<file path="config.mk">
export PLATFORM = sky130hd
export DESIGN_NAME = ack_retry_transmit_controller_flat
export DESIGN_NICKNAME = d
export VERILOG_FILES = /design/src/rtl/artc_pkg.sv /design/src/rtl/artc_ifs.sv /design/src/rtl/ack_retry_transmit_controller.sv /design/src/rtl/artc_parser.sv /design/src/flat_wrapper.sv
export SDC_FILE = /design/constraint.sdc
export NUM_CORES = 1
export LEC_CHECK = 0
export ABC_AREA = 1
export ABC_CLOCK_PERIOD_IN_PS = 3050
export BUFFER_PORTS_ARGS = -buffer_cell sky130_fd_sc_hd__clkbuf_2
export CAP_MARGIN = 20
export CORE_MARGIN = 4
export CORE_UTILIZATION = 55
export CTS_CLUSTER_SIZE = 28
export DETAILED_ROUTE_END_ITERATION = 12
export GPL_TIMING_DRIVEN = 0
export PLACE_DENSITY = 0.79
export RECOVER_POWER = 25
export SLEW_MARGIN = 20
export SYNTH_ARGS = -nofsm -noshare
export SYNTH_HDL_FRONTEND = slang
export SYNTH_SLANG_ARGS = --single-unit
</file>
<file path="constraint.sdc">
create_clock -name i_clk -period 3.05 [get_ports i_clk]
set_clock_uncertainty 0.2 [all_clocks]
set_input_delay 0.305 -clock i_clk [delete_from_list [all_inputs] [get_ports i_clk]]
set_output_delay 0.305 -clock i_clk [all_outputs]
set_load 0.005 [all_outputs]
</file>
<file path="src/rtl/artc_pkg.sv">
// ----------------------------------------------------------------------------
// artc_pkg
// Shared types and constants of the retransmit controller: transaction field
// widths, kind codes, phase and parser position types, register map.
// ----------------------------------------------------------------------------
package artc_pkg;

    // transaction field widths
    localparam int KIND_W    = 2;
    localparam int BYTE_W    = 8;
    localparam int TICKS_W   = 8;
    localparam int ADDR_W    = 16;
    localparam int PHASE_W   = 2;
    localparam int PADDR_W   = 4;
    localparam int PDATA_W   = 32;

    // input kinds
    localparam logic [KIND_W-1:0] KIND_TICK    = 2'd0;
    localparam logic [KIND_W-1:0] KIND_BYTE    = 2'd1;
    localparam logic [KIND_W-1:0] KIND_REQUEST = 2'd2;

    // frame markers
    localparam logic [BYTE_W-1:0] START_MARK = 8'h21;
    localparam logic [BYTE_W-1:0] END_MARK   = 8'h23;

    // register indexes, byte address is 4 * index
    localparam logic [1:0] REG_POWER_UP  = 2'd0;
    localparam logic [1:0] REG_ACK_WAIT  = 2'd1;
    localparam logic [1:0] REG_RETRY_LIM = 2'd2;
    localparam logic [1:0] REG_ACK_ADDR  = 2'd3;

    // register reset values
    localparam logic [TICKS_W-1:0] RST_POWER_UP  = 8'd2;
    localparam logic [TICKS_W-1:0] RST_ACK_WAIT  = 8'd20;
    localparam logic [TICKS_W-1:0] RST_RETRY_LIM = 8'd2;
    localparam logic [ADDR_W-1:0]  RST_ACK_ADDR  = 16'd1;

    // link phase
    typedef enum logic [PHASE_W-1:0] {
        PH_OFF   = 2'd0,
        PH_POWER = 2'd1,
        PH_SENT  = 2'd2,
        PH_WAIT  = 2'd3
    } t_phase;

    // frame parser position
    typedef enum logic [2:0] {
        POS_HUNT = 3'd0,
        POS_LO   = 3'd1,
        POS_HI   = 3'd2,
        POS_END  = 3'd3,
        POS_SUM  = 3'd4,
        POS_SKIP = 3'd5
    } t_parse_pos;

endpackage

</file>
<file path="src/rtl/artc_ifs.sv">
// ----------------------------------------------------------------------------
// artc interfaces
// Valid/ready channels for input transactions and result transactions.
// ----------------------------------------------------------------------------
interface artc_in_if import artc_pkg::*; ();
    logic              valid;
    logic              ready;
    logic [KIND_W-1:0] kind;
    logic [BYTE_W-1:0] rx_byte;
    logic              use_gps_frame;

    modport source (output valid, output kind, output rx_byte, output use_gps_frame,
                    input ready);
    modport sink   (input valid, input kind, input rx_byte, input use_gps_frame,
                    output ready);
endinterface

interface artc_out_if import artc_pkg::*; ();
    logic               valid;
    logic               ready;
    logic               radio_on;
    logic               start_transmit;
    logic               transmit_gps_frame;
    logic               done_acked;
    logic               done_failed;
    logic [PHASE_W-1:0] phase;

    modport source (output valid, output radio_on, output start_transmit,
                    output transmit_gps_frame, output done_acked, output done_failed,
                    output phase, input ready);
    modport sink   (input valid, input radio_on, input start_transmit,
                    input transmit_gps_frame, input done_acked, input done_failed,
                    input phase, output ready);
endinterface

</file>
<file path="src/rtl/ack_retry_transmit_controller.sv">
// ----------------------------------------------------------------------------
// ack_retry_transmit_controller
// Stop-and-wait retransmission control for a radio link, with an ack frame
// parser on the received byte stream and an APB-style register port.
// ----------------------------------------------------------------------------
//  channel   direction  handshake          payload
//  i_in      in         valid/ready        kind, rx_byte, use_gps_frame
//  o_out     out        valid/ready        radio_on .. phase (one per input)
//  apb       in         psel/penable       power_up_ticks, ack_wait_ticks,
//                                          retry_limit, ack_address
//
// One transaction per cycle while the output is not stalled: an input register,
// then the state update and a result register that holds each result.
// Synchronous active-low reset clears state and loads the register defaults.
// A stalled output holds the result register and the input register; i_in is
// still taken while the input register is empty.
// ----------------------------------------------------------------------------
module ack_retry_transmit_controller import artc_pkg::*; (
    input  logic               i_clk,
    input  logic               i_rst_n,
    artc_in_if.sink            i_in,
    artc_out_if.source         o_out,
    input  logic               psel,
    input  logic               penable,
    input  logic               pwrite,
    input  logic [PADDR_W-1:0] paddr,
    input  logic [PDATA_W-1:0] pwdata,
    output logic [PDATA_W-1:0] prdata,
    output logic               pready
);

    // configuration registers
    logic [TICKS_W-1:0] r_power_up;
    logic [TICKS_W-1:0] r_ack_wait;
    logic [TICKS_W-1:0] r_retry_lim;
    logic [ADDR_W-1:0]  r_ack_addr;
    logic               cfg_write;
    logic [1:0]         cfg_idx;

    assign pready    = 1'b1;
    assign cfg_idx   = paddr[3:2];
    assign cfg_write = psel && penable && pwrite;

    always_ff @(posedge i_clk) begin
        if (!i_rst_n) begin
            r_power_up  <= RST_POWER_UP;
            r_ack_wait  <= RST_ACK_WAIT;
            r_retry_lim <= RST_RETRY_LIM;
            r_ack_addr  <= RST_ACK_ADDR;
        end else if (cfg_write) begin
            case (cfg_idx)
                REG_POWER_UP:  r_power_up  <= pwdata[TICKS_W-1:0];
                REG_ACK_WAIT:  r_ack_wait  <= pwdata[TICKS_W-1:0];
                REG_RETRY_LIM: r_retry_lim <= pwdata[TICKS_W-1:0];
                REG_ACK_ADDR:  r_ack_addr  <= pwdata[ADDR_W-1:0];
                default: ;
            endcase
        end
    end

    // register read back
    always_comb begin
        case (cfg_idx)
            REG_POWER_UP:  prdata = {{(PDATA_W-TICKS_W){1'b0}}, r_power_up};
            REG_ACK_WAIT:  prdata = {{(PDATA_W-TICKS_W){1'b0}}, r_ack_wait};
            REG_RETRY_LIM: prdata = {{(PDATA_W-TICKS_W){1'b0}}, r_retry_lim};
            REG_ACK_ADDR:  prdata = {{(PDATA_W-ADDR_W){1'b0}}, r_ack_addr};
            default:       prdata = '0;
        endcase
    end

    // pipeline handshake
    logic r_in_valid;
    logic r_out_valid;
    logic advance;
    logic in_ready;
    logic step;

    assign advance    = !r_out_valid || o_out.ready;
    assign in_ready   = !r_in_valid || advance;
    assign step       = advance && r_in_valid;
    assign i_in.ready = in_ready;

    // input register
    logic [KIND_W-1:0] r_kind;
    logic [BYTE_W-1:0] r_rx_byte;
    logic              r_gps;

    always_ff @(posedge i_clk) begin
        if (!i_rst_n) begin
            r_in_valid <= 1'b0;
        end else if (in_ready) begin
            r_in_valid <= i_in.valid;
        end
        if (in_ready && i_in.valid) begin
            r_kind    <= i_in.kind;
            r_rx_byte <= i_in.rx_byte;
            r_gps     <= i_in.use_gps_frame;
        end
    end

    // ack frame parser
    logic frame_ok;

    artc_parser u_parser (
        .i_clk         (i_clk),
        .i_rst_n       (i_rst_n),
        .i_byte_valid  (step && (r_kind == KIND_BYTE)),
        .i_byte        (r_rx_byte),
        .i_ack_address (r_ack_addr),
        .o_frame_ok    (frame_ok)
    );

    // link state
    t_phase             r_phase, n_phase;
    logic [TICKS_W-1:0] r_ticks, n_ticks;
    logic [TICKS_W-1:0] r_retries, n_retries;
    logic               r_pending, n_pending;
    logic               r_type, n_type;
    logic               r_ack, n_ack;
    logic               n_tx, n_acked, n_failed;
    logic [TICKS_W-1:0] ticks_dec;

    assign ticks_dec = (r_ticks != '0) ? r_ticks - 1'b1 : r_ticks;

    // next state and pulses for the transaction in the input register
    always_comb begin
        n_phase   = r_phase;
        n_ticks   = r_ticks;
        n_retries = r_retries;
        n_pending = r_pending;
        n_type    = r_type;
        n_ack     = r_ack || frame_ok;
        n_tx      = 1'b0;
        n_acked   = 1'b0;
        n_failed  = 1'b0;
        if (r_kind == KIND_REQUEST) begin
            n_pending = 1'b1;
            n_type    = r_gps;
        end else if (r_kind == KIND_TICK) begin
            case (r_phase)
                PH_OFF: begin
                    if (r_pending) begin
                        n_phase   = PH_POWER;
                        n_ack     = 1'b0;
                        n_pending = 1'b0;
                        n_ticks   = r_power_up;
                    end
                end
                PH_POWER: begin
                    n_ticks = ticks_dec;
                    if (ticks_dec == '0) begin
                        n_phase   = PH_SENT;
                        n_retries = r_retry_lim;
                        n_tx      = 1'b1;
                    end
                end
                PH_SENT: begin
                    n_phase = PH_WAIT;
                    n_ticks = r_ack_wait;
                end
                default: begin
                    if (r_ack) begin
                        n_phase = PH_OFF;
                        n_acked = 1'b1;
                    end else begin
                        n_ticks = ticks_dec;
                        if (ticks_dec == '0) begin
                            if (r_retries != '0) begin
                                n_retries = r_retries - 1'b1;
                                n_phase   = PH_SENT;
                                n_tx      = 1'b1;
                            end else begin
                                n_phase  = PH_OFF;
                                n_failed = 1'b1;
                            end
                        end
                    end
                end
            endcase
        end
    end

    always_ff @(posedge i_clk) begin
        if (!i_rst_n) begin
            r_phase   <= PH_OFF;
            r_ticks   <= '0;
            r_retries <= '0;
            r_pending <= 1'b0;
            r_type    <= 1'b0;
            r_ack     <= 1'b0;
        end else if (step) begin
            r_phase   <= n_phase;
            r_ticks   <= n_ticks;
            r_retries <= n_retries;
            r_pending <= n_pending;
            r_type    <= n_type;
            r_ack     <= n_ack;
        end
    end

    // result register
    logic               r_radio_on;
    logic               r_tx;
    logic               r_tx_gps;
    logic               r_acked;
    logic               r_failed;
    logic [PHASE_W-1:0] r_out_phase;

    always_ff @(posedge i_clk) begin
        if (!i_rst_n) begin
            r_out_valid <= 1'b0;
        end else if (advance) begin
            r_out_valid <= r_in_valid;
        end
        if (step) begin
            r_radio_on  <= (n_phase != PH_OFF);
            r_tx        <= n_tx;
            r_tx_gps    <= n_tx && n_type;
            r_acked     <= n_acked;
            r_failed    <= n_failed;
            r_out_phase <= n_phase;
        end
    end

    assign o_out.valid              = r_out_valid;
    assign o_out.radio_on           = r_radio_on;
    assign o_out.start_transmit     = r_tx;
    assign o_out.transmit_gps_frame = r_tx_gps;
    assign o_out.done_acked         = r_acked;
    assign o_out.done_failed        = r_failed;
    assign o_out.phase              = r_out_phase;

endmodule

</file>
<file path="src/rtl/artc_parser.sv">
// ----------------------------------------------------------------------------
// artc_parser
// Byte-wise frame parser: start marker, address low, address high, end
// marker, XOR checksum. Flags a good frame addressed to the ack address.
// ----------------------------------------------------------------------------
module artc_parser import artc_pkg::*; (
    input  logic              i_clk,
    input  logic              i_rst_n,
    input  logic              i_byte_valid,
    input  logic [BYTE_W-1:0] i_byte,
    input  logic [ADDR_W-1:0] i_ack_address,
    output logic              o_frame_ok
);

    t_parse_pos        r_pos, n_pos;
    logic [ADDR_W-1:0] r_addr, n_addr;
    logic [BYTE_W-1:0] r_xor, n_xor;

    // next parser state for the current byte
    always_comb begin
        n_pos      = r_pos;
        n_addr     = r_addr;
        n_xor      = r_xor;
        o_frame_ok = 1'b0;
        if (i_byte_valid) begin
            case (r_pos)
                POS_HUNT: begin
                    if (i_byte == START_MARK) begin
                        n_xor  = START_MARK;
                        n_addr = '0;
                        n_pos  = POS_LO;
                    end
                end
                POS_LO: begin
                    n_addr = {{(ADDR_W-BYTE_W){1'b0}}, i_byte};
                    n_xor  = r_xor ^ i_byte;
                    n_pos  = POS_HI;
                end
                POS_HI: begin
                    n_addr = {i_byte, r_addr[BYTE_W-1:0]};
                    n_xor  = r_xor ^ i_byte;
                    n_pos  = POS_END;
                end
                POS_END: begin
                    n_xor = r_xor ^ i_byte;
                    n_pos = (i_byte == END_MARK) ? POS_SUM : POS_SKIP;
                end
                POS_SUM: begin
                    o_frame_ok = (i_byte == r_xor) && (r_addr == i_ack_address);
                    n_pos      = POS_HUNT;
                end
                default: begin
                    n_pos = POS_HUNT;
                end
            endcase
        end
    end

    // position is control, address and checksum are payload
    always_ff @(posedge i_clk) begin
        if (!i_rst_n) begin
            r_pos <= POS_HUNT;
        end else begin
            r_pos <= n_pos;
        end
        r_addr <= n_addr;
        r_xor  <= n_xor;
    end

endmodule
</file>
<file path="src/flat_wrapper.sv">
// flat-port wrapper written by rule: the top's interface ports become plain ports
module ack_retry_transmit_controller_flat import artc_pkg::*;
  (i_clk, i_rst_n, psel, penable, pwrite, paddr, pwdata, prdata, pready, i_in_valid, i_in_kind, i_in_rx_byte, i_in_use_gps_frame, i_in_ready, o_out_valid, o_out_radio_on, o_out_start_transmit, o_out_transmit_gps_frame, o_out_done_acked, o_out_done_failed, o_out_phase, o_out_ready);
  artc_in_if i_in_i ();
  artc_out_if o_out_i ();
  input  logic i_clk;
  input  logic i_rst_n;
  input  logic psel;
  input  logic penable;
  input  logic pwrite;
  input  logic [PADDR_W-1:0] paddr;
  input  logic [PDATA_W-1:0] pwdata;
  output logic [PDATA_W-1:0] prdata;
  output logic pready;
  input wire logic [$bits(i_in_i.valid)-1:0] i_in_valid;
  input wire logic [$bits(i_in_i.kind)-1:0] i_in_kind;
  input wire logic [$bits(i_in_i.rx_byte)-1:0] i_in_rx_byte;
  input wire logic [$bits(i_in_i.use_gps_frame)-1:0] i_in_use_gps_frame;
  output wire logic [$bits(i_in_i.ready)-1:0] i_in_ready;
  output wire logic [$bits(o_out_i.valid)-1:0] o_out_valid;
  output wire logic [$bits(o_out_i.radio_on)-1:0] o_out_radio_on;
  output wire logic [$bits(o_out_i.start_transmit)-1:0] o_out_start_transmit;
  output wire logic [$bits(o_out_i.transmit_gps_frame)-1:0] o_out_transmit_gps_frame;
  output wire logic [$bits(o_out_i.done_acked)-1:0] o_out_done_acked;
  output wire logic [$bits(o_out_i.done_failed)-1:0] o_out_done_failed;
  output wire logic [$bits(o_out_i.phase)-1:0] o_out_phase;
  input wire logic [$bits(o_out_i.ready)-1:0] o_out_ready;
  assign i_in_i.valid = i_in_valid;
  assign i_in_i.kind = i_in_kind;
  assign i_in_i.rx_byte = i_in_rx_byte;
  assign i_in_i.use_gps_frame = i_in_use_gps_frame;
  assign i_in_ready = i_in_i.ready;
  assign o_out_valid = o_out_i.valid;
  assign o_out_radio_on = o_out_i.radio_on;
  assign o_out_start_transmit = o_out_i.start_transmit;
  assign o_out_transmit_gps_frame = o_out_i.transmit_gps_frame;
  assign o_out_done_acked = o_out_i.done_acked;
  assign o_out_done_failed = o_out_i.done_failed;
  assign o_out_phase = o_out_i.phase;
  assign o_out_i.ready = o_out_ready;
  ack_retry_transmit_controller u_core (.i_clk(i_clk), .i_rst_n(i_rst_n), .i_in(i_in_i), .o_out(o_out_i), .psel(psel), .penable(penable), .pwrite(pwrite), .paddr(paddr), .pwdata(pwdata), .prdata(prdata), .pready(pready));
endmodule
</file>
# Yosys cells after proc, flatten, opt, wreduce, memory -nomap -nowiden
# Index checks and enable logic that the tools add are counted.
[word_totals] reg_bits=108 out_inout_bits=42
[classes] addsub=2 n_eq_ne=19 n_mux=44 n_bitwise=6 reduce_logical=41
[op_table] cell="$pmux 32 s4" count=1
[op_table] cell="$mux 8" count=8
[op_table] cell="$pmux 16 s3" count=1
[op_table] cell="$pmux 8 s2" count=2
[op_table] cell="$pmux 8 s3" count=1
[op_table] cell="$mux 1" count=19
[op_table] cell="$eq 16x16->1" count=1
[op_table] cell="$eq 8x6->1 const B" count=2
[op_table] cell="$mux 16" count=1
[op_table] cell="$reduce_bool 8->1" count=2
[op_table] cell="$sub 8x1->8 const B" count=2
[op_table] cell="$mux 2" count=7
[op_table] cell="$pmux 3 s4" count=1
[op_table] cell="$reduce_bool 2->1" count=6
[op_table] cell="$reduce_and 2->1" count=5
[op_table] cell="$reduce_and 3->1" count=3
[op_table] cell="$eq 2x2->1 const B" count=4
[op_table] cell="$eq 8x8->1" count=1
[op_table] cell="$logic_not 8->1" count=1
[op_table] cell="$xor 8x8->8" count=1
[op_table] cell="$logic_and 1x1->1" count=7
[op_table] cell="$reduce_and 7->1" count=1
[op_table] cell="$reduce_or 7->1" count=1
[op_table] cell="$eq 2x1->1 const B" count=3
[op_table] cell="20 further kinds" count=31

# Depth between registers and ports, before layout
# Gate-level depths: netlist of run 1.
[depth] word_depth=10 mapped_depth=16

# Cells and area by module
# From an unflattened synthesis of run 1, not the netlist that was laid out.
[hier_totals] hier_cells=712 hier_area_um2=5489.0
[modules_own_cells] module="ack_retry_transmit_controller" n_inst=1 cells_each=540 area_per_inst_um2=4027.6
[modules_own_cells] module="artc_parser" n_inst=1 cells_each=172 area_per_inst_um2=1461.4

# Worst setup path after synthesis of run 1
# OpenSTA, ideal clock, no wires.
[synth_path] kind="input-to-reg" start="input port o_out_ready" end="register u_core.u_parser.r_addr[10], enable pin" setup_ns=0.375 t_arrival_ns=2.213 required_time_ns=2.475 setup_slack_ns=0.261 cell_stages=10 path_cell_list="inv_1 > nand2_1 > nand2_1 > inv_1 > nand3_1 > nor2_1 > inv_1 > nor2_1 > inv_1 > a21oi_1"
[synth_via] elab_chain_len=4
[synth_lines] item="from (decl)" line_no="flat_wrapper.sv:27" rtl="input wire logic [$bits(o_out_i.ready)-1:0] o_out_ready;"
[synth_lines] item="$logic_or 1x1->1" line_no="ack_retry_transmit_controller.sv:79" rtl="assign advance = !r_out_valid || o_out.ready;"
[synth_lines] item="$logic_and 1x1->1" line_no="ack_retry_transmit_controller.sv:81" rtl="assign step = advance && r_in_valid;"
[synth_lines] item="named net u_core.step" line_no="ack_retry_transmit_controller.sv:77" rtl="logic step;"
[synth_lines] item="$logic_and 1x1->1" line_no="ack_retry_transmit_controller.sv:108" rtl=".i_byte_valid (step && (r_kind == KIND_BYTE)),"
[synth_lines] item="$reduce_and 3->1 (no source line)"
[synth_lines] item="to (signal assigned)" line_no="artc_parser.sv:66" rtl="r_addr <= n_addr;"
[synth_lines] item="to (decl)" line_no="artc_parser.sv:16" rtl="logic [ADDR_W-1:0] r_addr, n_addr;"
# The timed path passes the listed nets, and every way through them passes these cells.
# A chain may end at the register's enable or synchronous reset.

# Worst setup path in the final report of run 1
[layout_path] start="register u_core.r_out_valid, in the netlist u_core.o_out.valid" end="register u_core.u_parser.r_addr[13], enable pin"
[layout_via] elab_chain_len=5
[layout_lines] item="from (decl)" line_no="ack_retry_transmit_controller.sv:74" rtl="logic r_out_valid;"
[layout_lines] item="from (signal assigned)" line_no="ack_retry_transmit_controller.sv:214" rtl="r_out_valid <= r_in_valid;"
[layout_lines] item="$logic_not 1->1" line_no="ack_retry_transmit_controller.sv:79"
[layout_lines] item="$logic_or 1x1->1" line_no="ack_retry_transmit_controller.sv:79"
[layout_lines] item="$logic_and 1x1->1" line_no="ack_retry_transmit_controller.sv:81"
[layout_lines] item="named net u_core.step" line_no="ack_retry_transmit_controller.sv:77"
[layout_lines] item="$logic_and 1x1->1" line_no="ack_retry_transmit_controller.sv:108"
[layout_lines] item="$reduce_and 3->1 (no source line)"
# The timed path passes the listed nets, and every way through them passes these cells.

==> out/metrics.json, run 1 <==
{
  "outcome": {"value": "complete, no violations"},
  "pre_cts_ws": {"value": -604, "unit": "ps"},
  "number_of_buffers_created_by_cts": {"value": 9},
  "path_buf_inv": {"value": 3},
  "crit_chain": {"value": "nand2_1, nand2_1, clkinvlp_4, nand3_1, nor2_1, inv_1, nor2_4, inv_1, a21oi_2"},
  "layout_min_cycle_time": {"value": 2790, "unit": "ps"},
  "achievable-frequency": {"value": 359, "unit": "MHz"},
  "p_clk_share": {"value": 33.2, "unit": "%"},
  "tritoncts": {"value": "built"},
  "ys_seq_elements": {"value": 108},
  "path_delay_family": {"value": "simple AND/OR/NAND/NOR gates"},
  "vias": {"value": 4857},
  "numClockSinks": {"value": 108},
  "layout.cell_area.non_filler": {"value": 6340, "unit": "sq um"},
  "synth.yosys.seq_area_share": {"value": 47.1, "unit": "%"},
  "clock_latency_late_sink": {"value": 380, "unit": "ps"},
  "gp_congestion": {"value": 0.937},
  "cellInternalPower": {"value": 2.02, "unit": "mW"},
  "critical_path.reg2reg.startpoint": {"value": "u_core.o_out.valid$_SDFFE_PN0P_"},
  "drt_wl_total": {"value": 13700, "unit": "um"},
  "reg2reg_depth": {"value": 9},
  "power_density": {"value": 432, "unit": "nW/um^2"},
  "timing_worst_setup_path_type": {"value": "flop to flop"},
  "die_width": {"value": 108, "unit": "um"},
  "timing.rr.end": {"value": "u_core.u_parser.r_addr[13]$_DFFE_PP_"},
  "synth_cell_types": {"value": 40},
  "design.die.area": {"value": 11600, "unit": "sq um"},
  "floorplan.die.height": {"value": 108, "unit": "um"},
  "worst-endpoint-arrival": {"value": 2610, "unit": "ps"},
  "cp-end-kind": {"value": "flop"},
  "grt_start_max_net_pins": {"value": 20},
  "via_per_inst": {"value": 5.18},
  "drc": {"value": 0},
  "port_buffers": {"value": 59},
  "reg2reg_setup_slack": {"value": 260, "unit": "ps"},
  "fp.coreArea": {"value": 9730, "unit": "sq um"},
  "grt-ovfl-total": {"value": 0},
  "critical_path.max_stage_delay": {"value": 430, "unit": "ps"},
  "cts_post_setup_buffers_inserted": {"value": 0},
  "postPlaceCellArea": {"value": 6000, "unit": "sq um"},
  "startpoint_type": {"value": "flop"},
  "finish.net_count": {"value": 861},
  "clock_tree.root_cell": {"value": "sky130_fd_sc_hd__clkbuf_8"},
  "cpMaxStageDelayCell": {"value": "sky130_fd_sc_hd__a21oi_2"},
  "switchingPower": {"value": 0.720, "unit": "mW"},
  "grt_use_total": {"value": 24.4, "unit": "%"},
  "setup_viol": {"value": 0},
  "min-delay-start": {"value": "pwdata[14]"},
  "number_of_drc_markers_after_the_initial_detailed_route_iteration": {"value": 335},
  "finish.utilization": {"value": 65.1, "unit": "%"},
  "pwr-share-comb": {"value": 10.4, "unit": "%"},
  "yosys_warnings": {"value": 0},
  "final-max-slew-violation-count": {"value": 0},
  "htreeDepth": {"value": 3},
  "starting_utilization_of_the_core_area": {"value": 56.3, "unit": "%"},
  "dpl.hpwl": {"value": 10400, "unit": "um"},
  "hold_violations": {"value": 0},
  "placementRows": {"value": 36},
  "irDropWorstVdd": {"value": 256, "unit": "uV"},
  "grt_pass1_vias": {"value": 4773},
  "drt_pass1_iterations": {"value": 5},
  "flow.area_growth_from_synthesis": {"value": 15.6, "unit": "%"},
  "synth_area": {"value": 5480, "unit": "sq um"},
  "setup_slack": {"value": 261, "unit": "ps"},
  "clkSlewWorstSetupHoldPaths": {"value": 100, "unit": "ps"},
  "relSlewSlack": {"value": 61.0, "unit": "%"},
  "clock_tree.buffer_depth": {"value": 2},
  "cp_data_required_time": {"value": 2870, "unit": "ps"},
  "switching_share": {"value": 26.3, "unit": "%"},
  "tightest_slew": {"value": 583, "unit": "ps"},
  "routed_wire_length_per_instance": {"value": 14.7, "unit": "um"},
  "hold_path_depth": {"value": 3},
  "grt_first_pass_wirelength": {"value": 22300, "unit": "um"},
  "p_leak": {"value": 2.86, "unit": "nW"},
  "fin_tns_setup": {"value": 0, "unit": "ps"},
  "antenna_cells_inserted": {"value": 0},
  "route.antenna.remaining_nets": {"value": 0},
  "min_path_type": {"value": "input port to flop"},
  "max_cap_viol_count": {"value": 0},
  "initial_antenna_violation_count": {"value": 0},
  "fin_crit_sh": {"value": 91.5, "unit": "%"},
  "post_synth.cell_area_avg": {"value": 7.81, "unit": "sq um"},
  "pin_count": {"value": 96},
  "share_seq_of_total_power": {"value": 56.4, "unit": "%"},
  "rsz0062_at_grt": {"value": "no"},
  "worst_hold_path.endpoint": {"value": "u_core.r_ack_addr[14]$_SDFFE_PN0P_"},
  "gate_count_post_synth": {"value": 702},
  "post_route_cells_drive_above_1_share": {"value": 14.3, "unit": "%"},
  "worstPathMaxFanout": {"value": 13}
}
## tightest hold or removal path, delay by kind of cell
family                 cells  cell delay [ps]
AO/OA/AOI/OAI              2              170
buffers and inverters      1               70
## worst max path at each step
stage / slack [ps] / endpoint / from / depth (start not counted)
floorplan: 260 / u_core.u_parser.r_addr[10]$_DFFE_PP_ / o_out_ready / 10
global placement: -540 / u_core.u_parser.r_addr[15]$_DFFE_PP_ / o_out_ready / 11
detailed placement: -600 / u_core.u_parser.r_addr[15]$_DFFE_PP_ / o_out_ready / 11
CTS: 90 / u_core.u_parser.r_addr[10]$_DFFE_PP_ / u_core.o_out.valid$_SDFFE_PN0P_ / 9
global route: 80 / u_core.u_parser.r_addr[13]$_DFFE_PP_ / u_core.o_out.valid$_SDFFE_PN0P_ / 9
finish: 260 / u_core.u_parser.r_addr[13]$_DFFE_PP_ / u_core.o_out.valid$_SDFFE_PN0P_ / 9
## placed cells by master (no fill, tap or decap), drive strengths merged, types with 19 or more instances in the layout
cell and instances:
nand3 39, buf 24, edfxtp 42, inv 97, nor2 116, dfxtp 66
nand2 130, a21oi 36, clkbuf 81, o21ai 62, xor2 19
## per-stage QoR
step                      hold WS, ps  instances  total power [mW]
after CTS                       0.973        937              2.74
after global routing             13.3        937              2.84
after global placement            262        909              1.84
after detailed placement          272        909              1.84
final                            8.04        937              2.74
after floorplan                   204        717              1.75
## kinds of logic after synthesis
family | share of synthesized area, %
and+or+nand+nor | 23.7
buffers and inverters | 10.8
AOI/OAI and AO/OA | 12.8
DFF | 47.1
xor gates and xnor gates | 3.52
adders and majority gates | 1.83
other | 0.137
muxes | 0.183
## synth_stat cells (all sizes together)
cell / count / area share (%)
xnor2: 3 / 0.48
clkbuf: 11 / 0.94
or2: 2 / 0.23
nor2: 116 / 8.4
nor3: 4 / 0.37
a311oi: 1 / 0.16
a31oi: 2 / 0.23
o211ai: 2 / 0.27
a21oi: 36 / 3.3
inv: 94 / 6.4
clkinv: 3 / 0.21
nand3: 39 / 3.7
nor4: 5 / 0.57
a41oi: 8 / 1.3
ha: 8 / 1.8
xor2: 19 / 3.0
buf: 24 / 3.2
nand2: 130 / 9.0
and2: 1 / 0.11
edfxtp: 42 / 23
conb: 2 / 0.14
o31ai: 1 / 0.14
a211oi: 1 / 0.37
mux2i: 1 / 0.18
o21ai: 62 / 5.7
dfxtp: 66 / 24
o2111ai: 7 / 1.1
nand4: 10 / 1.1
o21bai: 1 / 0.14
o22ai: 1 / 0.11
## flip-flops by register name (all words and copies together) (netlist names), 2 cells and up
| register | flops |
|---|---|
| u_core.o_out.phase | 2 |
| u_core.r_ack_addr | 16 |
| u_core.r_ack_wait | 8 |
| u_core.r_kind | 2 |
| u_core.r_phase | 2 |
| u_core.r_power_up | 8 |
| u_core.r_retries | 8 |
| u_core.r_retry_lim | 8 |
| u_core.r_rx_byte | 8 |
| u_core.r_ticks | 8 |
| u_core.u_parser.r_addr | 16 |
| u_core.u_parser.r_pos | 3 |
| u_core.u_parser.r_xor | 8 |
## layout make-up
class | instances | area [sq um]
multi-input cells | 477 | 2370
well taps | 133 | 166
inverters | 97 | 368
repair buffers | 71 | 412
clock buffers | 11 | 163
fillers | 860 | 3390
plain buffers | 35 | 228
flip-flops and latches | 108 | 2580
clock inverters | 5 | 47.5
## power by group through the flow
stage / Clock (mW) / Combinational, mW / Sequential [mW]
3_3_place_gp: 0 / 0.261 / 1.58
3_5_place_dp: 0 / 0.267 / 1.58
2_1_floorplan: 0 / 0.180 / 1.57
4_1_cts: 0.917 / 0.281 / 1.54
6_report: 0.910 / 0.284 / 1.54
5_1_grt: 0.971 / 0.320 / 1.55
## repair_timing
| item | CTS | global route |
|---|---|---|
| hold endpoints to repair | 12 | 0 |
| endpoints found under the setup margin | 16 | 14 |
| hold buffers | 12 | 0 |
| gates resized for setup | 4 | 1 |
## per-layer routing
layer	track usage (%)	share of wire [%]
met5	0	0
met4	10.3	3.0
met3	2.88	4.7
met2	44.6	52
met1	28.6	40
(Power assumes the default switching activity.)
==> run 2: changes to the inputs <==
ABC_CLOCK_PERIOD_IN_PS = not set   (was 3050)
CORE_UTILIZATION = 40   (was 55)
PLACE_DENSITY = not set   (was 0.79)
clock period = 3.35 ns   (was 3.05 ns; I/O delays follow)
==> run 2 against run 1 <==
Effect of this change:
- worst setup slack gained 110 ps
- routed wire length fell by 2.3%
- cell area up 2.3%
- maximum frequency shrank 6.5%
- global-route usage shrank 7.1 points
- power rose by 2.7%
- first-iteration DRC count shrank 16%
- clock-buffer cell count shrank 2
- critical path depth is the same
- register-to-register slack improved by 110 ps
- worst hold slack better by 32 ps
- critical path type unchanged
==> out/metrics.json, run 2 (same netlist as run 1, synthesis figures left out) <==
{
  "outcome": {"value": "complete, no violations"},
  "design.die.area": {"value": 15600, "unit": "sq um", "change": "+35%"},
  "dpl.hpwl": {"value": 10600, "unit": "um", "change": "+1.1%"},
  "critical_path.max_stage_delay": {"value": 390, "unit": "ps", "change": "-40 ps"},
  "largestRegisters": {"value": "u_core.r_ack_addr (16), u_core.u_parser.r_addr (16)"},
  "leading_cell_type_in_the_layout_fill_and_taps_excluded": {"value": "sky130_fd_sc_hd__nand2_1"},
  "initial_antenna_violation_count": {"value": 0, "change": "unchanged"},
  "floorplan.die.height": {"value": 125, "unit": "um", "change": "+16%"},
  "most_frequent_cells_in_the_layout": {"value": "sky130_fd_sc_hd__nand2_1, sky130_fd_sc_hd__nor2_1, sky130_fd_sc_hd__inv_1"},
  "clock_latency_late_sink": {"value": 350, "unit": "ps", "change": "-30 ps"},
  "rsz0062_at_grt": {"value": "no"},
  "irDropWorstVdd": {"value": 296, "unit": "uV", "change": "+16%"},
  "final-max-slew-violation-count": {"value": 0, "change": "unchanged"},
  "placementRows": {"value": 42, "change": "+17%"},
  "timing.rr.end": {"value": "u_core.u_parser.r_addr[10]$_DFFE_PP_"},
  "numPlacedInstances": {"value": 952, "change": "+4.7%"},
  "setup_viol": {"value": 0, "change": "unchanged"},
  "setup.worst_path.end": {"value": "u_core.u_parser.r_addr[10]$_DFFE_PP_"},
  "layout.cell_area.non_filler": {"value": 6490, "unit": "sq um", "change": "+2.3%"},
  "multi_input_area": {"value": 2370, "unit": "sq um", "change": "unchanged"},
  "pre_cts_ws": {"value": -494, "unit": "ps", "change": "+110 ps"},
  "worst-endpoint-arrival": {"value": 2780, "unit": "ps", "change": "+170 ps"},
  "grt-ovfl-total": {"value": 0, "change": "unchanged"},
  "tightest_slew": {"value": 525, "unit": "ps", "change": "-58.6 ps"},
  "drc": {"value": 0, "change": "unchanged"},
  "setup_slack": {"value": 367, "unit": "ps", "change": "+106 ps"},
  "post_route_cells_drive_above_1_share": {"value": 13.8, "unit": "%", "change": "-0.48 points"},
  "cpMaxStageDelayCell": {"value": "sky130_fd_sc_hd__inv_1"},
  "finish.utilization": {"value": 48.6, "unit": "%", "change": "-17 points"},
  "final-seq-area": {"value": 2580, "unit": "sq um", "change": "unchanged"},
  "number_of_drc_markers_after_the_initial_detailed_route_iteration": {"value": 283, "change": "-16%"},
  "gp_congestion": {"value": 0.882, "change": "-5.9%"},
  "reg2reg_setup_slack": {"value": 370, "unit": "ps", "change": "+110 ps"},
  "crit_chain": {"value": "nand2_1, nand2_1, inv_1, nand3_1, nor2_1, inv_1, nor2_4, inv_1, a21oi_2"},
  "cp.depth": {"value": 9, "change": "unchanged"},
  "clkSlewWorstSetupHoldPaths": {"value": 70, "unit": "ps", "change": "-30 ps"},
  "vias": {"value": 4788, "change": "-1.4%"},
  "grt_start_max_net_pins": {"value": 19, "change": "-5.0%"},
  "flow.area_growth_from_synthesis": {"value": 18.4, "unit": "%"},
  "drt_pass1_iterations": {"value": 5, "change": "unchanged"},
  "max_cap_viol_count": {"value": 0, "change": "unchanged"},
  "cp-end-kind": {"value": "flop"},
  "antenna_cells_inserted": {"value": 0, "change": "unchanged"},
  "fin_crit_sh": {"value": 89.1, "unit": "%", "change": "-2.4 points"},
  "grt_use_total": {"value": 17.3, "unit": "%", "change": "-7.1 points"},
  "layout_min_cycle_time": {"value": 2980, "unit": "ps", "change": "+194 ps"},
  "achievable-frequency": {"value": 335, "unit": "MHz", "change": "-6.5%"},
  "final.hold.worst_slack": {"value": 40.1, "unit": "ps", "change": "+32.1 ps"},
  "clock_tree.buffer_depth": {"value": 2, "change": "unchanged"},
  "clock_tree.root_cell": {"value": "sky130_fd_sc_hd__clkbuf_16"},
  "fp.coreArea": {"value": 13300, "unit": "sq um", "change": "+37%"},
  "starting_utilization_of_the_core_area": {"value": 41.1, "unit": "%", "change": "-15 points"},
  "relSlewSlack": {"value": 65.0, "unit": "%", "change": "+4.0 points"},
  "fillCellCount": {"value": 1338, "change": "+56%"},
  "drt_wl_total": {"value": 13400, "unit": "um", "change": "-2.3%"},
  "die_width": {"value": 125, "unit": "um", "change": "+16%"},
  "cts_post_setup_buffers_inserted": {"value": 0, "change": "unchanged"},
  "via_per_inst": {"value": 4.89, "change": "-5.6%"},
  "finish.net_count": {"value": 860, "change": "-0.12%"},
  "reg2reg_depth": {"value": 9, "change": "unchanged"},
  "critPathMostFrequentCell": {"value": "sky130_fd_sc_hd__inv_1"},
  "cp_data_required_time": {"value": 3150, "unit": "ps", "change": "+280 ps"},
  "path_buf_inv": {"value": 3, "change": "unchanged"},
  "tritoncts": {"value": "built"},
  "numClockSinks": {"value": 108, "change": "unchanged"},
  "number_of_standard_cells_in_the_layout_taps_in_and_fillers_out": {"value": 979, "change": "+4.5%"},
  "critical_path.reg2reg.startpoint": {"value": "u_core.o_out.valid$_SDFFE_PN0P_"},
  "path_delay_family": {"value": "simple AND/OR/NAND/NOR gates"},
  "grt_first_pass_wirelength": {"value": 22200, "unit": "um", "change": "-0.40%"},
  "pin_count": {"value": 96, "change": "unchanged"},
  "timing_worst_setup_path_type": {"value": "flop to flop"},
  "worstPathMaxFanout": {"value": 13, "change": "unchanged"},
  "startpoint_type": {"value": "flop"},
  "routed_wire_length_per_instance": {"value": 13.7, "unit": "um", "change": "-6.5%"},
  "htreeDepth": {"value": 3, "change": "unchanged"},
  "port_buffers": {"value": 59, "change": "unchanged"},
  "power_density": {"value": 434, "unit": "nW/um^2", "change": "+0.34%"},
  "route.antenna.remaining_nets": {"value": 0, "change": "unchanged"},
  "grt_pass1_vias": {"value": 4698, "change": "-1.6%"},
  "number_of_buffers_created_by_cts": {"value": 9, "change": "unchanged"},
  "postPlaceCellArea": {"value": 6050, "unit": "sq um", "change": "+0.90%"},
  "hold_violations": {"value": 0, "change": "unchanged"},
  "cp-startpoint": {"value": "u_core.o_out.valid$_SDFFE_PN0P_"},
  "p_leak": {"value": 2.90, "unit": "nW", "change": "+1.7%"},
  "min_path_type": {"value": "input port to flop"}
}
run 2: changes by cell type in the layout (fill, tap and decap cells not counted):
cell | before | now
sky130_fd_sc_hd__clkinv_1 | 3 | 5
sky130_fd_sc_hd__clkbuf_16 | 1 | 9
sky130_fd_sc_hd__clkinv_4 | 0 | 1
sky130_fd_sc_hd__inv_6 | 2 | 1
sky130_fd_sc_hd__clkbuf_8 | 11 | 1
sky130_fd_sc_hd__dlygate4sd3_1 | 12 | 11
sky130_fd_sc_hd__clkbuf_1 | 13 | 15
sky130_fd_sc_hd__bufinv_16 | 0 | 2
sky130_fd_sc_hd__inv_2 | 2 | 3
sky130_fd_sc_hd__clkbuf_2 | 56 | 54
sky130_fd_sc_hd__clkinvlp_4 | 2 | 0
sky130_fd_sc_hd__inv_8 | 2 | 1
run 2: layout make-up:
type                    instances  area share, %
well taps                     176           3.40
inverters                      97           5.61
flip-flops and latches        108           39.8
clock inverters                 7           1.49
clock buffers                   9           3.47
plain buffers                  35           3.51
multi-input cells             477           36.6
repair buffers                 70           6.15
run 2: worst min-delay path by stage:
stage,startpoint,to,slack [ps],cells after the start
2_1_floorplan,i_in_use_gps_frame,u_core.r_gps$_DFFE_PP_,230,0
5_1_grt,i_in_valid,u_core.r_in_valid$_SDFFE_PN0N_,60,3
6_report,i_in_valid,u_core.r_in_valid$_SDFFE_PN0N_,40,3
4_1_cts,i_in_valid,u_core.r_in_valid$_SDFFE_PN0N_,30,3
3_3_place_gp,u_core.r_ack_addr[13]$_SDFFE_PN0P_,u_core.r_ack_addr[13]$_SDFFE_PN0P_,280,2
3_5_place_dp,u_core.r_power_up[7]$_SDFFE_PN0P_,u_core.r_power_up[7]$_SDFFE_PN0P_,270,2
run 2: worst min-delay path: stages:
cell	delay [ps]
sky130_fd_sc_hd__clkbuf_2	80
sky130_fd_sc_hd__nand2_1	70
sky130_fd_sc_hd__a21oi_1	60
run 2: stage by stage:
| step | TNS (ps) | power (mW) |
|---|---|---|
| 2_1_floorplan | 0 | 1.60 |
| 3_3_place_gp | -5100 | 1.68 |
| 3_5_place_dp | -6680 | 1.68 |
| 4_1_cts | 0 | 2.84 |
| 5_1_grt | 0 | 2.92 |
| 6_report | 0 | 2.81 |
run 2: report_power, final:
part           switching, mW  total (mW)  internal [mW]
registers             0.0194        1.41           1.39
logic                  0.159       0.257         0.0981
clock network          0.490        1.15          0.660
run 2: layer usage:
metal  up-vias  GRT usage, %  routed length, um  share of wire [%]
met5         -             0                  0                  0
met4         0          6.57                303                2.3
met3        20          2.43                496                3.7
met2       106          31.8               6820                 51
met1      2207          20.5               5810                 43
li1       2455             -                  -                  -
run 2: repair_timing:
item / 4_1_cts / 5_1_grt
endpoints found under the setup margin: 16 / 16
gates resized for setup: 2 / 2
cloned: 0 / 0
hold endpoints to repair: 11 / 0
hold buffers: 11 / 0
==> run 3: changes to the inputs <==
CORE_ASPECT_RATIO = 1.5   (was not set)
PLACE_DENSITY_LB_ADDON = 0.1   (was not set)
==> run 3 against run 2 <==
Effect of this change:
- cell count shrank 1.4%
- flip-flop and latch count is the same
- sequential power is essentially flat
- utilization shrank 0.81 points
- routed wire length grew 10%
- global-route usage grew 1.5 points
- register-to-register slack is essentially flat
- critical path type unchanged
==> out/metrics.json, run 3 (same netlist as run 1, synthesis figures left out) <==
{
  "tightest_slew": {"value": 533, "unit": "ps", "change": "+8.30 ps"},
  "finish.utilization": {"value": 47.8, "unit": "%", "change": "-0.81 points"},
  "fillCellCount": {"value": 1347, "change": "+0.67%"},
  "hold_violations": {"value": 0, "change": "unchanged"},
  "gp_congestion": {"value": 0.908, "change": "+3.0%"},
  "drt_pass1_iterations": {"value": 5, "change": "unchanged"},
  "globalRouteMet2Util": {"value": 36.8, "unit": "%", "change": "+5.1 points"},
  "routed_wire_length_per_instance": {"value": 15.3, "unit": "um", "change": "+12%"},
  "fp.coreArea": {"value": 13500, "unit": "sq um", "change": "+0.90%"},
  "cp-end-kind": {"value": "flop"},
  "met3_usage": {"value": 3.07, "unit": "%", "change": "+0.64 points"},
  "post_route_cells_drive_above_1_share": {"value": 14.1, "unit": "%", "change": "+0.25 points"},
  "vias": {"value": 4843, "change": "+1.1%"},
  "crit_chain": {"value": "nand2_1, nand2_1, inv_1, nand3_1, nor2_1, inv_1, nor2_4, inv_1, a21oi_2"},
  "max_cap_viol_count": {"value": 0, "change": "unchanged"},
  "largestRegisters": {"value": "u_core.r_ack_addr (16), u_core.u_parser.r_addr (16)"},
  "critical_path.reg2reg.startpoint": {"value": "u_core.o_out.valid$_SDFFE_PN0P_"},
  "antenna_cells_inserted": {"value": 0, "change": "unchanged"},
  "port_buffers": {"value": 59, "change": "unchanged"},
  "multi_input_area": {"value": 2370, "unit": "sq um", "change": "unchanged"},
  "critPathMostFrequentCell": {"value": "sky130_fd_sc_hd__inv_1"},
  "number_of_buffers_created_by_cts": {"value": 9, "change": "unchanged"},
  "final-seq-area": {"value": 2580, "unit": "sq um", "change": "unchanged"},
  "setup_viol": {"value": 0, "change": "unchanged"},
  "drt_wl_total": {"value": 14800, "unit": "um", "change": "+10%"},
  "p_leak": {"value": 2.89, "unit": "nW", "change": "-0.41%"},
  "cts_post_setup_buffers_inserted": {"value": 0, "change": "unchanged"},
  "drc": {"value": 0, "change": "unchanged"},
  "cp_data_required_time": {"value": 3140, "unit": "ps", "change": "about the same"},
  "min_path_type": {"value": "input port to flop"},
  "flow.area_growth_from_synthesis": {"value": 17.4, "unit": "%"},
  "leading_cell_type_in_the_layout_fill_and_taps_excluded": {"value": "sky130_fd_sc_hd__nand2_1"},
  "finish.net_count": {"value": 860, "change": "unchanged"},
  "route.antenna.remaining_nets": {"value": 0, "change": "unchanged"},
  "relSlewSlack": {"value": 64.3, "unit": "%", "change": "-0.68 points"},
  "grt-ovfl-total": {"value": 0, "change": "unchanged"},
  "number_of_drc_markers_after_the_initial_detailed_route_iteration": {"value": 229, "change": "-19%"},
  "design.die.area": {"value": 15700, "unit": "sq um", "change": "+0.24%"},
  "numClockSinks": {"value": 108, "change": "unchanged"},
  "placementRows": {"value": 52, "change": "+24%"},
  "die_width": {"value": 104, "unit": "um", "change": "-17%"},
  "irDropWorstVdd": {"value": 234, "unit": "uV", "change": "-21%"},
  "layout.cell_area.non_filler": {"value": 6440, "unit": "sq um", "change": "-0.77%"},
  "grt-busiest-layer": {"value": "met2"},
  "final.hold.worst_slack": {"value": 37.7, "unit": "ps", "change": "-2.43 ps"},
  "initial_antenna_violation_count": {"value": 0, "change": "unchanged"},
  "met1_global_route_usage": {"value": 18.9, "unit": "%", "change": "-1.6 points"},
  "tritoncts": {"value": "built"},
  "cpMaxStageDelayCell": {"value": "sky130_fd_sc_hd__a21oi_2"},
  "most_frequent_cells_in_the_layout": {"value": "sky130_fd_sc_hd__nand2_1, sky130_fd_sc_hd__nor2_1, sky130_fd_sc_hd__inv_1"},
  "min-delay-start": {"value": "i_in_valid"},
  "power_density": {"value": 423, "unit": "nW/um^2", "change": "-2.5%"},
  "floorplan.die.height": {"value": 151, "unit": "um", "change": "+21%"},
  "pin_count": {"value": 96, "change": "unchanged"},
  "grt_start_max_net_pins": {"value": 21, "change": "+2"},
  "grt_use_total": {"value": 18.8, "unit": "%", "change": "+1.5 points"},
  "fin_crit_sh": {"value": 89.1, "unit": "%", "change": "about the same"},
  "starting_utilization_of_the_core_area": {"value": 40.7, "unit": "%", "change": "-0.37 points"},
  "dpl.hpwl": {"value": 11800, "unit": "um", "change": "+11%"},
  "cp-startpoint": {"value": "u_core.o_out.valid$_SDFFE_PN0P_"},
  "rsz0062_at_grt": {"value": "no"},
  "clock_latency_late_sink": {"value": 350, "unit": "ps", "change": "about the same"},
  "layout_min_cycle_time": {"value": 2990, "unit": "ps", "change": "+2.52 ps"},
  "worst-endpoint-arrival": {"value": 2770, "unit": "ps", "change": "about the same"},
  "startpoint_type": {"value": "flop"},
  "grt_first_pass_wirelength": {"value": 23200, "unit": "um", "change": "+4.2%"},
  "htreeDepth": {"value": 3, "change": "unchanged"},
  "clkSlewWorstSetupHoldPaths": {"value": 70, "unit": "ps", "change": "about the same"},
  "timing_worst_setup_path_type": {"value": "flop to flop"},
  "final-max-slew-violation-count": {"value": 0, "change": "unchanged"},
  "clock_tree.root_cell": {"value": "sky130_fd_sc_hd__clkbuf_16"},
  "postPlaceCellArea": {"value": 6030, "unit": "sq um", "change": "-0.29%"},
  "critical_path.max_stage_delay": {"value": 420, "unit": "ps", "change": "+30 ps"},
  "grt_pass1_vias": {"value": 4688, "change": "-0.21%"},
  "achievable-frequency": {"value": 335, "unit": "MHz", "change": "about the same"},
  "via_per_inst": {"value": 5.02, "change": "+2.6%"},
  "worstPathMaxFanout": {"value": 13, "change": "unchanged"},
  "clock_tree.buffer_depth": {"value": 2, "change": "unchanged"},
  "outcome": {"value": "complete, no violations"}
}
==> run 3: worst paths after layout <==
check                                                            end  slack (ps)  cells after the start
worst max-delay path            u_core.u_parser.r_addr[11]$_DFFE_PP_         360                      9
worst min-delay path                  u_core.r_in_valid$_SDFFE_PN0N_          40                      3
worst max register to register  u_core.u_parser.r_addr[11]$_DFFE_PP_         360                      9
worst min register to register     u_core.r_ack_wait[6]$_SDFFE_PN0P_         280                      2
==> run 3: area by class of cell <==
class | count | area share (%)
Buffer | 35 | 3.54
Clock inverter | 7 | 0.991
Inverter | 97 | 5.66
Tap cell | 162 | 3.15
Clock buffer | 9 | 3.50
Sequential cell | 108 | 40.1
Timing Repair Buffer | 70 | 6.20
Multi-Input combinational cell | 477 | 36.8
==> run 3: per-layer routing <==
metal | share of wire [%] | vias to the layer above
li1 | - | 2451
met1 | 36 | 2243
met2 | 56 | 113
met3 | 3.2 | 36
met4 | 4.8 | 0
met5 | 0 | -
==> run 3: power by group <==
part	switching, mW	internal [mW]
Combinational	0.163	0.0982
Clock	0.527	0.526
Sequential	0.0198	1.39
==> run 3: what timing repair did <==
| item | in CTS | in global routing |
|---|---|---|
| gates resized for setup | 2 | 2 |
| endpoints found under the hold margin | 11 | 0 |
| hold buffers | 11 | 0 |
| gates cloned | 0 | 0 |
| endpoints found under the setup margin | 16 | 16 |
==> run 3: through the flow <==
| stage | setup slack (ps) | cells | TNS, ps | power [mW] |
|---|---|---|---|---|
| after floorplan | 531 | 717 | 0 | 1.60 |
| after global placement | -393 | 938 | -4810 | 1.68 |
| after detailed placement | -516 | 938 | -6650 | 1.69 |
| after CTS | 33.8 | 965 | 0 | 2.75 |
| after global routing | 68.5 | 965 | 0 | 2.83 |
| final | 364 | 965 | 0 | 2.72 |
==> run 3: worst max-delay path, delay by kind of cell (launching register included) <==
kind                   cells  cell delay, ps
and+or+nand+nor            5            1040
buffers and inverters      3             640
AOI/OAI and AO/OA          1             420
DFF                        1             320
